### src/rtl/tsa_pkg.sv
// tsa_pkg: shared types, codes and helpers for the truss stiffness assembly block.
// Used by every module under rtl/ except tsa_div. No dependencies.
package tsa_pkg;

  // Store geometry
  localparam int MAX_DOF     = 64;
  localparam int STORE_DEPTH = MAX_DOF * MAX_DOF;
  localparam int ADDR_W      = $clog2(STORE_DEPTH);
  localparam int ENTRY_W     = 48;
  localparam int CODE_W      = 7;
  localparam int NCODES      = 6;

  // Command queue between front and back
  localparam int QDEPTH = 2;
  localparam int QPTR_W = $clog2(QDEPTH);

  // Function codes of an input transaction
  localparam logic [1:0] FN_CLEAR = 2'd0;
  localparam logic [1:0] FN_ADD   = 2'd1;
  localparam logic [1:0] FN_READ  = 2'd2;

  // Result status codes
  localparam logic [1:0] ST_OK       = 2'd0;
  localparam logic [1:0] ST_RANGE    = 2'd1;
  localparam logic [1:0] ST_ZERO_LEN = 2'd2;
  localparam logic [1:0] ST_SAT      = 2'd3;

  // Command kinds handed to the back end
  localparam logic [1:0] KD_RESP  = 2'd0;
  localparam logic [1:0] KD_CLEAR = 2'd1;
  localparam logic [1:0] KD_ADD   = 2'd2;
  localparam logic [1:0] KD_READ  = 2'd3;

  typedef struct packed {
    logic [1:0]         func;
    logic signed [15:0] direction_x;
    logic signed [15:0] direction_y;
    logic signed [15:0] direction_z;
    logic [23:0]        section_area;
    logic [23:0]        elastic_modulus;
    logic [23:0]        member_length;
    logic [41:0]        end_codes;
    logic [5:0]         read_row;
    logic [5:0]         read_col;
  } tsa_in_t;

  typedef struct packed {
    logic signed [47:0] entry_value;
    logic [1:0]         status;
  } tsa_out_t;

  typedef struct packed {
    logic [1:0]         kind;
    logic [1:0]         status;
    logic signed [15:0] dx;
    logic signed [15:0] dy;
    logic signed [15:0] dz;
    logic [47:0]        num;     // a * e
    logic [33:0]        den;     // 1000 * l
    logic [41:0]        codes;
    logic [ADDR_W-1:0]  raddr;
  } tsa_cmd_t;

  typedef struct packed {
    logic init_busy;   // clearing pass after reset in progress
  } tsa_back_stat_t;

  // Row-major store address of (row, col)
  function automatic logic [ADDR_W-1:0] store_addr(input logic [CODE_W-1:0] row,
                                                   input logic [CODE_W-1:0] col);
    store_addr = ADDR_W'(row * MAX_DOF + col);
  endfunction

endpackage

### src/rtl/tsa_front.sv
// tsa_front: input acceptance, config register, range/length checks, command build.
// Depends on tsa_pkg.
module tsa_front (
  input  logic                    clk,
  input  logic                    rst_n,
  input  logic                    in_valid,
  output logic                    in_stall,
  input  tsa_pkg::tsa_in_t        in_data,
  input  logic                    cfg_wr_en,
  input  logic [6:0]              cfg_wr_data,
  input  logic                    q_full,
  input  tsa_pkg::tsa_back_stat_t back_stat,
  output logic                    push,
  output tsa_pkg::tsa_cmd_t       cmd
);

  logic [6:0] dof_count_r;
  logic [6:0] n_use;
  logic       code_bad;

  // Config register
  always_ff @(posedge clk) begin
    if (!rst_n) begin
      dof_count_r <= 7'd64;
    end else if (cfg_wr_en) begin
      dof_count_r <= cfg_wr_data;
    end
  end

  assign n_use    = (dof_count_r > 7'(tsa_pkg::MAX_DOF)) ? 7'(tsa_pkg::MAX_DOF) : dof_count_r;
  assign in_stall = q_full | back_stat.init_busy;
  assign push     = in_valid & ~in_stall;

  // Any nonzero code beyond size in use
  always_comb begin
    code_bad = 1'b0;
    for (int i = 0; i < tsa_pkg::NCODES; i++) begin
      if (in_data.end_codes[i*tsa_pkg::CODE_W +: tsa_pkg::CODE_W] > n_use) code_bad = 1'b1;
    end
  end

  // Classify and build command
  always_comb begin
    cmd        = '0;
    cmd.dx     = in_data.direction_x;
    cmd.dy     = in_data.direction_y;
    cmd.dz     = in_data.direction_z;
    cmd.num    = 48'(in_data.section_area) * 48'(in_data.elastic_modulus);
    cmd.den    = 34'(in_data.member_length) * 34'd1000;
    cmd.codes  = in_data.end_codes;
    cmd.raddr  = tsa_pkg::store_addr({1'b0, in_data.read_row}, {1'b0, in_data.read_col});
    cmd.kind   = tsa_pkg::KD_RESP;
    cmd.status = tsa_pkg::ST_OK;
    case (in_data.func)
      tsa_pkg::FN_CLEAR: begin
        cmd.kind = tsa_pkg::KD_CLEAR;
      end
      tsa_pkg::FN_ADD: begin
        if (code_bad) begin
          cmd.status = tsa_pkg::ST_RANGE;
        end else if (in_data.member_length == 24'd0) begin
          cmd.status = tsa_pkg::ST_ZERO_LEN;
        end else begin
          cmd.kind = tsa_pkg::KD_ADD;
        end
      end
      tsa_pkg::FN_READ: begin
        if ({1'b0, in_data.read_row} >= n_use || {1'b0, in_data.read_col} >= n_use) begin
          cmd.status = tsa_pkg::ST_RANGE;
        end else begin
          cmd.kind = tsa_pkg::KD_READ;
        end
      end
      default: begin
        cmd.kind = tsa_pkg::KD_RESP;
      end
    endcase
  end

endmodule

### config.mk
export PLATFORM = sky130hd
export DESIGN_NAME = tsa_front
export DESIGN_NICKNAME = d
export VERILOG_FILES = /design/src/rtl/tsa_pkg.sv /design/src/rtl/tsa_front.sv
export SDC_FILE = /design/constraint.sdc
export NUM_CORES = 2
export LEC_CHECK = 0
export BUFFER_PORTS_ARGS = -buffer_cell sky130_fd_sc_hd__buf_2
export CAP_MARGIN = 20
export CORE_MARGIN = 2
export CORE_UTILIZATION = 55
export DETAILED_ROUTE_END_ITERATION = 12
export MAX_ROUTING_LAYER = met4
export PLACE_DENSITY = 0.75
export SLEW_MARGIN = 20
export SYNTH_ARGS = -nofsm -noshare
export SYNTH_HDL_FRONTEND = slang
export SYNTH_SLANG_ARGS = --single-unit
### constraint.sdc
create_clock -name clk -period 10 [get_ports clk]
set_input_delay 1 -clock clk [delete_from_list [all_inputs] [get_ports clk]]
set_output_delay 1 -clock clk [all_outputs]
set_load 0.05 [all_outputs]
==> out/metrics.cfg <==
[run_status]
status=completed

[global_routing]
grt_max_degree=25
grtUsageTotal_pct=28.9
grt_remaining_overflow=0
grt_first_pass_wirelength_mm=107
grt_pass1_vias=21400
antenna_found_initial=3

[synthesis]
netlist_area_um2=25300
synth_cells=2865
ys_top_cells_by_count=inv_1 (692), fa_1 (568), nand2_1 (324), ha_1 (313), and2_1 (297)
syn_area_per_cell_um2=8.82
synth_seq_cells=7
seq_area_frac_synth_pct=0.555
synth_flop_cell=dfxtp_1
yosys.area.top_type=fa_1
yosys_warnings=0
synthTopCellsByArea=fa_1 (45%), ha_1 (16%), inv_1 (10%), and2_1 (7.4%), nand2_1 (4.8%)
synth.top_cell.area_share_pct=45.0
synth_edf_count=0
synth.distinct_cells=57
yosysMostFrequentCell=inv_1
ys_async_sr_fraction_pct=0

[route]
drt-pass1-iter-count=5
drt_iter0_markers=1063
num_vias=19200
detail_route.wl_per_cell_um=18.0
routed_wl_mm=64.0
drtAntennaViolNets=0
route.detailed.drc=0
detail_route.vias_per_cell=5.39

[worst_setup_path]
cp.required_ns=9.00
crit_arrival_ns=8.64
r2r_slack_ns=9.02
r2r_cells=2
rr_endpoint=dof_count_r[6]
r2r_start=dof_count_r[6]
critPathKind=primary input to primary output
critPathMaxFanout=24
start_kind=primary input
endpoint_kind=primary output

[sta]
finalCriticalPeriod_ns=9.64
hold_viol_final=0
worst_pin_slew_ns=0.793
maxSlewViolCount=0
setup_ws_ns=0.358
finalCritPeriodShare_pct=96.4
grt_setup_unrepaired=false
setup_viol=0
max_slew_margin_pct=47.0
setup_tns_ns=0
skew_ns=0
max_freq_ghz=0.104

[clocking]
cts.sinks=7
cts_buffers=3
htree_levels=1
cts_resized=0
ctsRootBufferMaster=clkbuf_16
cts_post_setup_buffers_inserted=0
postCtsHoldBufs=0
cts_tree=built
clk_pin_slew_worst_paths_ns=0.04
clkLatencyLatePin_ns=0.23
clockBufferDepth=2

[final_layout]
layout-drive-gt1-share_pct=10.5
reg_top3=dof_count_r: 7 flops
nNetsFinal=4026
fillCellCount=3967
largest-register=dof_count_r
largest_register_ffs=7
syn_to_final_growth_pct=4.67

[hold_path]
hp-start=dof_count_r[0]
min_to=dof_count_r[0]
hp-class=flop to flop
whs_path_depth=2

[floorplan]
die_y_um=218
coreArea_um2=45400
die_area_um2=47700
row_count=78
start_util_pct=55.7
die_x_um=218
io_pins=379

[run]
cap_violations=0

[placement]
port_buffers=279
gp_congestion=0.947
post-place-ws_ns=0.487
dp.final_hpwl_mm=54.6

==> worst max path at each step <==
| stage | startpoint | to | slack [ns] | cells after the start |
|---|---|---|---|---|
| 3_3_place_gp | in_data[115] | cmd[130] | 0.58 | 27 |
| 5_1_grt | in_data[115] | cmd[130] | 0.04 | 27 |
| 4_1_cts | in_data[115] | cmd[130] | 0.47 | 27 |
| 3_5_place_dp | in_data[115] | cmd[130] | 0.49 | 27 |
| 6_report | in_data[115] | cmd[130] | 0.36 | 27 |
| 2_1_floorplan | in_data[115] | cmd[130] | 0.89 | 26 |
==> metrics by stage <==
step           instance area [µm²]  utilization (%)  hold WS (ns)  cells
2_1_floorplan                25300                -         0.474   2867
5_1_grt                      26400             58.3         0.555   3557
3_3_place_gp                 26400             58.1         0.494   3551
4_1_cts                      26400             58.2         0.517   3555
6_report                     26400             58.3         0.514   3557
3_5_place_dp                 26400             58.1         0.501   3551
==> layout make-up <==
class                      instances  area (µm²)  area share, %
inverter                         692        2600           9.83
multi-input combinational       1953       21300           80.6
clock buffer                       4        78.8          0.298
sequential                         7         140          0.530
timing repair buffer             299        1550           5.85
tap                              600         751           2.84
antenna                            2        5.00         0.0189
==> worst max-delay path, stage by stage <==
cell and delay (ns):
buf_2 0.46, nand2_1 0.17, fa_1 0.56, inv_1 0.05, fa_1 0.47, inv_1 0.06
fa_1 0.53, inv_1 0.05, fa_1 0.50, inv_1 0.06, fa_1 0.53, inv_1 0.06
fa_1 0.48, inv_1 0.05, fa_1 0.47, inv_1 0.04, ha_1 0.34, a21oi_1 0.34
o21bai_1 0.11, a221o_1 0.34, a21oi_2 0.31, o31a_1 0.37, o21a_1 0.25, o311ai_0 0.21
a2111oi_0 0.44, nor3_1 0.12, buf_2 0.23
==> cell usage in the layout (no fill, tap or decap), types with 8 or more instances in the layout <==
cell type,instances
and2_1,297
a31oi_1,11
nand4_1,16
o21bai_1,14
buf_4,20
nor3_1,14
nor2b_1,20
buf_2,279
xnor2_1,46
and3_1,10
nand3_1,20
nand2b_1,8
nand2_1,324
inv_1,692
o21a_1,11
nor2_1,34
o21ai_0,40
fa_1,568
ha_1,313
a21o_1,44
xor2_1,23
a21oi_1,70
==> kinds of logic after synthesis <==
family,Yosys count,synth area share [%]
xor gates and xnor gates,69,2.39
other,1,0.0148
DFF,7,0.555
buffers and inverters,907,15.1
and+or+nand+nor,753,15.0
muxes,6,0.238
adders and majority gates,881,60.5
AOI/OAI and AO/OA,241,6.21
==> per-layer routing <==
metal | share of wire, % | track usage [%] | vias up | routed length, µm
li1 | - | - | 8607 | -
met1 | 40 | 36.2 | 9668 | 25500
met4 | 2.6 | 7.07 | 0 | 1660
met5 | 0 | - | - | 0
met3 | 8.5 | 5.47 | 140 | 5460
met2 | 49 | 48.3 | 775 | 31300
Power is not shown: default switching activity piles up to over one toggle a cycle in this logic, so the estimate is an artifact.
