<file path="src/rtl/tsa_pkg.sv">
// tsa_pkg: shared types, codes and helpers for the truss stiffness assembly block.
// Used by every module under rtl/ except tsa_div. No dependencies.
package tsa_pkg;

  // Store geometry
  localparam int MAX_DOF     = 64;
  localparam int STORE_DEPTH = MAX_DOF * MAX_DOF;
  localparam int ADDR_W      = $clog2(STORE_DEPTH);
  localparam int ENTRY_W     = 48;
  localparam int CODE_W      = 7;
  localparam int NCODES      = 6;

  // Command queue between front and back
  localparam int QDEPTH = 2;
  localparam int QPTR_W = $clog2(QDEPTH);

  // Function codes of an input transaction
  localparam logic [1:0] FN_CLEAR = 2'd0;
  localparam logic [1:0] FN_ADD   = 2'd1;
  localparam logic [1:0] FN_READ  = 2'd2;

  // Result status codes
  localparam logic [1:0] ST_OK       = 2'd0;
  localparam logic [1:0] ST_RANGE    = 2'd1;
  localparam logic [1:0] ST_ZERO_LEN = 2'd2;
  localparam logic [1:0] ST_SAT      = 2'd3;

  // Command kinds handed to the back end
  localparam logic [1:0] KD_RESP  = 2'd0;
  localparam logic [1:0] KD_CLEAR = 2'd1;
  localparam logic [1:0] KD_ADD   = 2'd2;
  localparam logic [1:0] KD_READ  = 2'd3;

  typedef struct packed {
    logic [1:0]         func;
    logic signed [15:0] direction_x;
    logic signed [15:0] direction_y;
    logic signed [15:0] direction_z;
    logic [23:0]        section_area;
    logic [23:0]        elastic_modulus;
    logic [23:0]        member_length;
    logic [41:0]        end_codes;
    logic [5:0]         read_row;
    logic [5:0]         read_col;
  } tsa_in_t;

  typedef struct packed {
    logic signed [47:0] entry_value;
    logic [1:0]         status;
  } tsa_out_t;

  typedef struct packed {
    logic [1:0]         kind;
    logic [1:0]         status;
    logic signed [15:0] dx;
    logic signed [15:0] dy;
    logic signed [15:0] dz;
    logic [47:0]        num;     // a * e
    logic [33:0]        den;     // 1000 * l
    logic [41:0]        codes;
    logic [ADDR_W-1:0]  raddr;
  } tsa_cmd_t;

  typedef struct packed {
    logic init_busy;   // clearing pass after reset in progress
  } tsa_back_stat_t;

  // Row-major store address of (row, col)
  function automatic logic [ADDR_W-1:0] store_addr(input logic [CODE_W-1:0] row,
                                                   input logic [CODE_W-1:0] col);
    store_addr = ADDR_W'(row * MAX_DOF + col);
  endfunction

endpackage

</file>
<file path="src/rtl/tsa_queue.sv">
// tsa_queue: short command FIFO between front and back end.
// Depends on tsa_pkg.
module tsa_queue (
  input  logic              clk,
  input  logic              rst_n,
  input  logic              wr_en,
  input  tsa_pkg::tsa_cmd_t wr_data,
  input  logic              rd_en,
  output tsa_pkg::tsa_cmd_t rd_data,
  output logic              full,
  output logic              empty
);

  tsa_pkg::tsa_cmd_t               slot_r [tsa_pkg::QDEPTH];
  logic [tsa_pkg::QPTR_W-1:0]      wptr_r;
  logic [tsa_pkg::QPTR_W-1:0]      rptr_r;
  logic [tsa_pkg::QPTR_W:0]        cnt_r;

  assign full    = (cnt_r == (tsa_pkg::QPTR_W+1)'(tsa_pkg::QDEPTH));
  assign empty   = (cnt_r == '0);
  assign rd_data = slot_r[rptr_r];

  // Pointers and fill count
  always_ff @(posedge clk) begin
    if (!rst_n) begin
      wptr_r <= '0;
      rptr_r <= '0;
      cnt_r  <= '0;
    end else begin
      if (wr_en) wptr_r <= wptr_r + 1'b1;
      if (rd_en) rptr_r <= rptr_r + 1'b1;
      if (wr_en && !rd_en) cnt_r <= cnt_r + 1'b1;
      else if (rd_en && !wr_en) cnt_r <= cnt_r - 1'b1;
    end
  end

  // Storage
  always_ff @(posedge clk) begin
    if (wr_en) slot_r[wptr_r] <= wr_data;
  end

  assert property (@(posedge clk) disable iff (!rst_n) full |-> !wr_en)
    else $error("queue write while full");
  assert property (@(posedge clk) disable iff (!rst_n) empty |-> !rd_en)
    else $error("queue read while empty");
  assert property (@(posedge clk) disable iff (!rst_n)
                   (wr_en && !rd_en) |=> !empty)
    else $error("queue empty after write");

endmodule

</file>
<file path="config.mk">
export PLATFORM = sky130hd
export DESIGN_NAME = tsa_queue
export DESIGN_NICKNAME = d
export VERILOG_FILES = /design/src/rtl/tsa_pkg.sv /design/src/rtl/tsa_queue.sv
export SDC_FILE = /design/constraint.sdc
export NUM_CORES = 1
export LEC_CHECK = 0
export ABC_AREA = 1
export BUFFER_PORTS_ARGS = -buffer_cell sky130_fd_sc_hd__buf_4
export CAP_MARGIN = 20
export CORE_MARGIN = 2
export CORE_UTILIZATION = 55
export DETAILED_ROUTE_END_ITERATION = 12
export GPL_TIMING_DRIVEN = 1
export PLACE_DENSITY_LB_ADDON = 0.3
export SETUP_SLACK_MARGIN = 0.05
export SLEW_MARGIN = 20
export SYNTH_ARGS = -nofsm -noshare
export SYNTH_HDL_FRONTEND = slang
export SYNTH_SLANG_ARGS = --single-unit
</file>
<file path="constraint.sdc">
create_clock -name clk -period 26.1 [get_ports clk]
set_clock_uncertainty 0.15 [all_clocks]
set_input_delay 5.22 -clock clk [delete_from_list [all_inputs] [get_ports clk]]
set_output_delay 5.22 -clock clk [all_outputs]
set_load 0.01 [all_outputs]
</file>
==> results.md <==
* CP startpoint kind: flop
* Largest family of logic cells by synthesized area: multiplexers
* Period minus WS final at 8.41 ns
* CTS sink count at 381
* Worst slew pin tran at 0.993 ns
* Post-route antenna net violation count at 0
* Fmax at 119 MHz
* Pint at about 1.1 mW
* Final nets at 1,218
* Buffers on Ports at around 380
* Final hold vios at 0
* Post-CTS Setup Inserts at 0
* CP max FO at between 60 and 70
* Relative slew slack at 0.338
* Area of the multi-input gates at 0.00260 mm2
* Die extent in x at around 160 um
* Worst-path cell chain: buf_12 -> buf_4 -> mux2_2 -> buf_4
* First-pass GRT wire length at 41,300 um
* Initial Utilization at 0.563
* Crit Reg-Reg Startpoint: wptr_r
* Mapped cell area at 0.0142 mm2
* PwrDens at 75.9 mW/mm2
* Synth Register Bits at 381
* Ys Warns at 0
* CTS tree: built
* Asr flop ratio synth at 0
* Min-Delay Startpoint: rptr_r
* LEAKAGE at 7.23 nW
* Metal2 WL at around 15,000 um
* CP required at 20.73 ns
* Cells after Synth at 620
* Clk Latency, worst-skew pair at 0.51 ns
* Rows at between 50 and 60
* Logic pwr share at 0.109
* Top cells by area, synth: edfxtp_1 79%, mux2_4 11%, mux2_2 6.9%, buf_6 1.2%, dfxtp_1 0.70%
* Post-synthesis mux area share at 0.176
* Vias in the first global route at approximately 7,400
* Clock power share at 0.382
* Initial DRC count at 565
* IO Pins at 382
* Reg2reg end: slot_r[1][143]
* Final-report setup violation count at 0
* Adder-cell share of the synthesized area at 0.000880
* Worst r2r path cells at 4
* Most common cell in the netlist: edfxtp_1
* Number of synthesized flops with an enable pin at around 380
* Gr ovfl total at 0
* Final TNS setup at 0 ns
* H-tree Lvls at 2
* Dpl cells at 1,316
* DRC at 0
* Cell repeated most along the worst path: buf_4
* Mean Syn Cell Area at 22.9 um2
* Worst setup margin at 17.69 ns
* RSZ-0062 raised after global routing: false
* Gpl congestion at 0.777
* Post-DR wirelength/cell at 21.1 um
* P_sw at 290 uW
* Peak supply drop at 0.0598 mV
* Status: complete, no violations
* Post-Layout Cell Count at 1,384
* Clk slew on worst S/H paths at 0.06 ns
* Core area at roughly 0.025 mm2
* Slowest stage delay, CP at 0.79 ns
* Delay-heaviest family, CP: buffers and inverters
* Post-synthesis compound-gate area fraction at 0.000704
* Top FF cell, synth: edfxtp_1
* Worst Path Buf+Inv at 3
* Fill count at 1,521
* Post-Synth Simple-Gate Area at 0.00528
* Hold Path Depth at 2
* CP Data Arrival Time at between 3 and 4 ns
* Synth top cells by count: 376 x edfxtp_1, 101 x mux2_4, 87 x mux2_2
* Netlist cell types at 14
* Final worst-path cycle share at 0.322
* DR top layer: met4
* CTS Buf Count at 37
* Post-CTS Resized at 0
* Largest net degree at the start of global routing at 172
* Synth Net Count at 813
* Gr usage total at 0.207
* Seq/Total Area, Yosys at 0.801
* Reg area at approximately 0.011 mm2
* Die area at 0.0271 mm2
* Area grow syn2layout at 31.0%
* Die height at 165 um
* Max-slew violations at 0
* Longest Clk Path Bufs at 3
* Worst R2R Setup Slack at 22.87 ns
* Post-Synth XOR/XNOR Area at 0
* Dominant cell type by area after synthesis: edfxtp_1
* Vias per cell at 5.13
* Max cap viols at 0
* Initial antenna violation count at 1
* CTS Root Cell: clkbuf_16
* WS Path Type: reg2out
* Post-DP HPWL at 19,700 um
* Sw Ratio at 0.205
* Pre-CTS setup slack at 17.93 ns
* Slowest stage cell, crit path: buf_4
* Wire length on met3 at 3220 um
* Flop pwr share at 0.509
* Critical path capture point type: output port
* Vias at 7,104
* Final WL at 29,200 um
* First-pass detailed-route iteration total at 6
* Layout cells sized above 1 at 0.599
* M1 wire length at 10,300 um
* Type of the most critical hold path: reg2reg
* Hold Buf Count CTS at 0
* Top cell type's share of synthesized area at 0.794
[logic make-up after synthesis]
family                   after synthesis
AO/OA/AOI/OAI                          2
adder cells (fa/ha/maj)                1
AND/OR/NAND/NOR                       19
buffers and inverters                 29
multiplexers                         188
flip-flops                           381
[worst max-delay path by stage]
stage	depth (start not counted)	from	slack [ns]	end
after CTS	4	flop	17.66	rd_data[166]
after detailed placement	5	wr_en	17.93	slot_r[1][115]
after global placement	5	wr_en	17.95	slot_r[1][113]
after global routing	4	flop	17.56	rd_data[162]
final	4	flop	17.69	rd_data[162]
after floorplan	2	wr_en	12.09	slot_r[0][0]
[layout by cell type (no fill, tap or decap)]
cell type,n
a21oi_1,1
clkinv_1,7
inv_6,1
buf_4,385
inv_1,7
edfxtp_1,376
clkbuf_1,7
clkinv_4,2
nand4_1,1
nor2_1,8
nand2_1,8
dfxtp_4,1
clkinv_2,5
buf_12,2
clkbuf_16,39
nand3_1,1
mux2_2,87
clkbuf_8,2
dfxtp_1,4
mux2_4,101
diode_2,1
bufinv_16,5
ha_1,1
o21ai_0,1
nor2_4,1
[layout make-up]
class / instances / area share
Inverter: 8 / 0.00188
Timing Repair Buffer: 387 / 0.157
Multi-Input combinational cell: 210 / 0.140
Clock inverter: 19 / 0.0118
Sequential cell: 381 / 0.612
Clock buffer: 48 / 0.0553
Antenna cell: 1 / 0.000134
Tap cell: 330 / 0.0222
[flip-flops by register name, summed over array words and instances, names as in the netlist, named ones only]
register  count
rptr_r        1
cnt_r         2
slot_r      376
wptr_r        1
[power by group through the flow]
| stage | combinational, mW | sequential (mW) | clock (mW) |
|---|---|---|---|
| floorplan | 0.0787 | 0.735 | 0 |
| global placement | 0.150 | 0.733 | 0 |
| detailed placement | 0.155 | 0.733 | 0 |
| CTS | 0.156 | 0.720 | 0.549 |
| global route | 0.164 | 0.722 | 0.572 |
| finish | 0.154 | 0.720 | 0.540 |
[metrics by stage]
| stage | instance area, um2 | utilization | power, mW | hold WS (ns) |
|---|---|---|---|---|
| floorplan | 14200 | - | 0.813 | 0.313 |
| global placement | 17400 | 0.687 | 0.883 | 0.324 |
| detailed placement | 17400 | 0.688 | 0.888 | 0.343 |
| CTS | 18600 | 0.737 | 1.42 | 0.380 |
| global route | 18600 | 0.737 | 1.46 | 0.430 |
| finish | 18600 | 0.738 | 1.41 | 0.383 |
[worst reg2reg max path, stage by stage, from the launching register on]
cell      delay, ns
dfxtp_1        0.39
nand2_1        0.15
clkinv_4       0.47
buf_4          0.81
buf_4          0.82
[metal layers]
metal	GRT usage	vias to the layer above
li1	-	3264
met1	0.233	3476
met2	0.364	317
met3	0.0786	47
met4	0.0644	0
met5	0	-
Power figures use the tool's default switching activity.
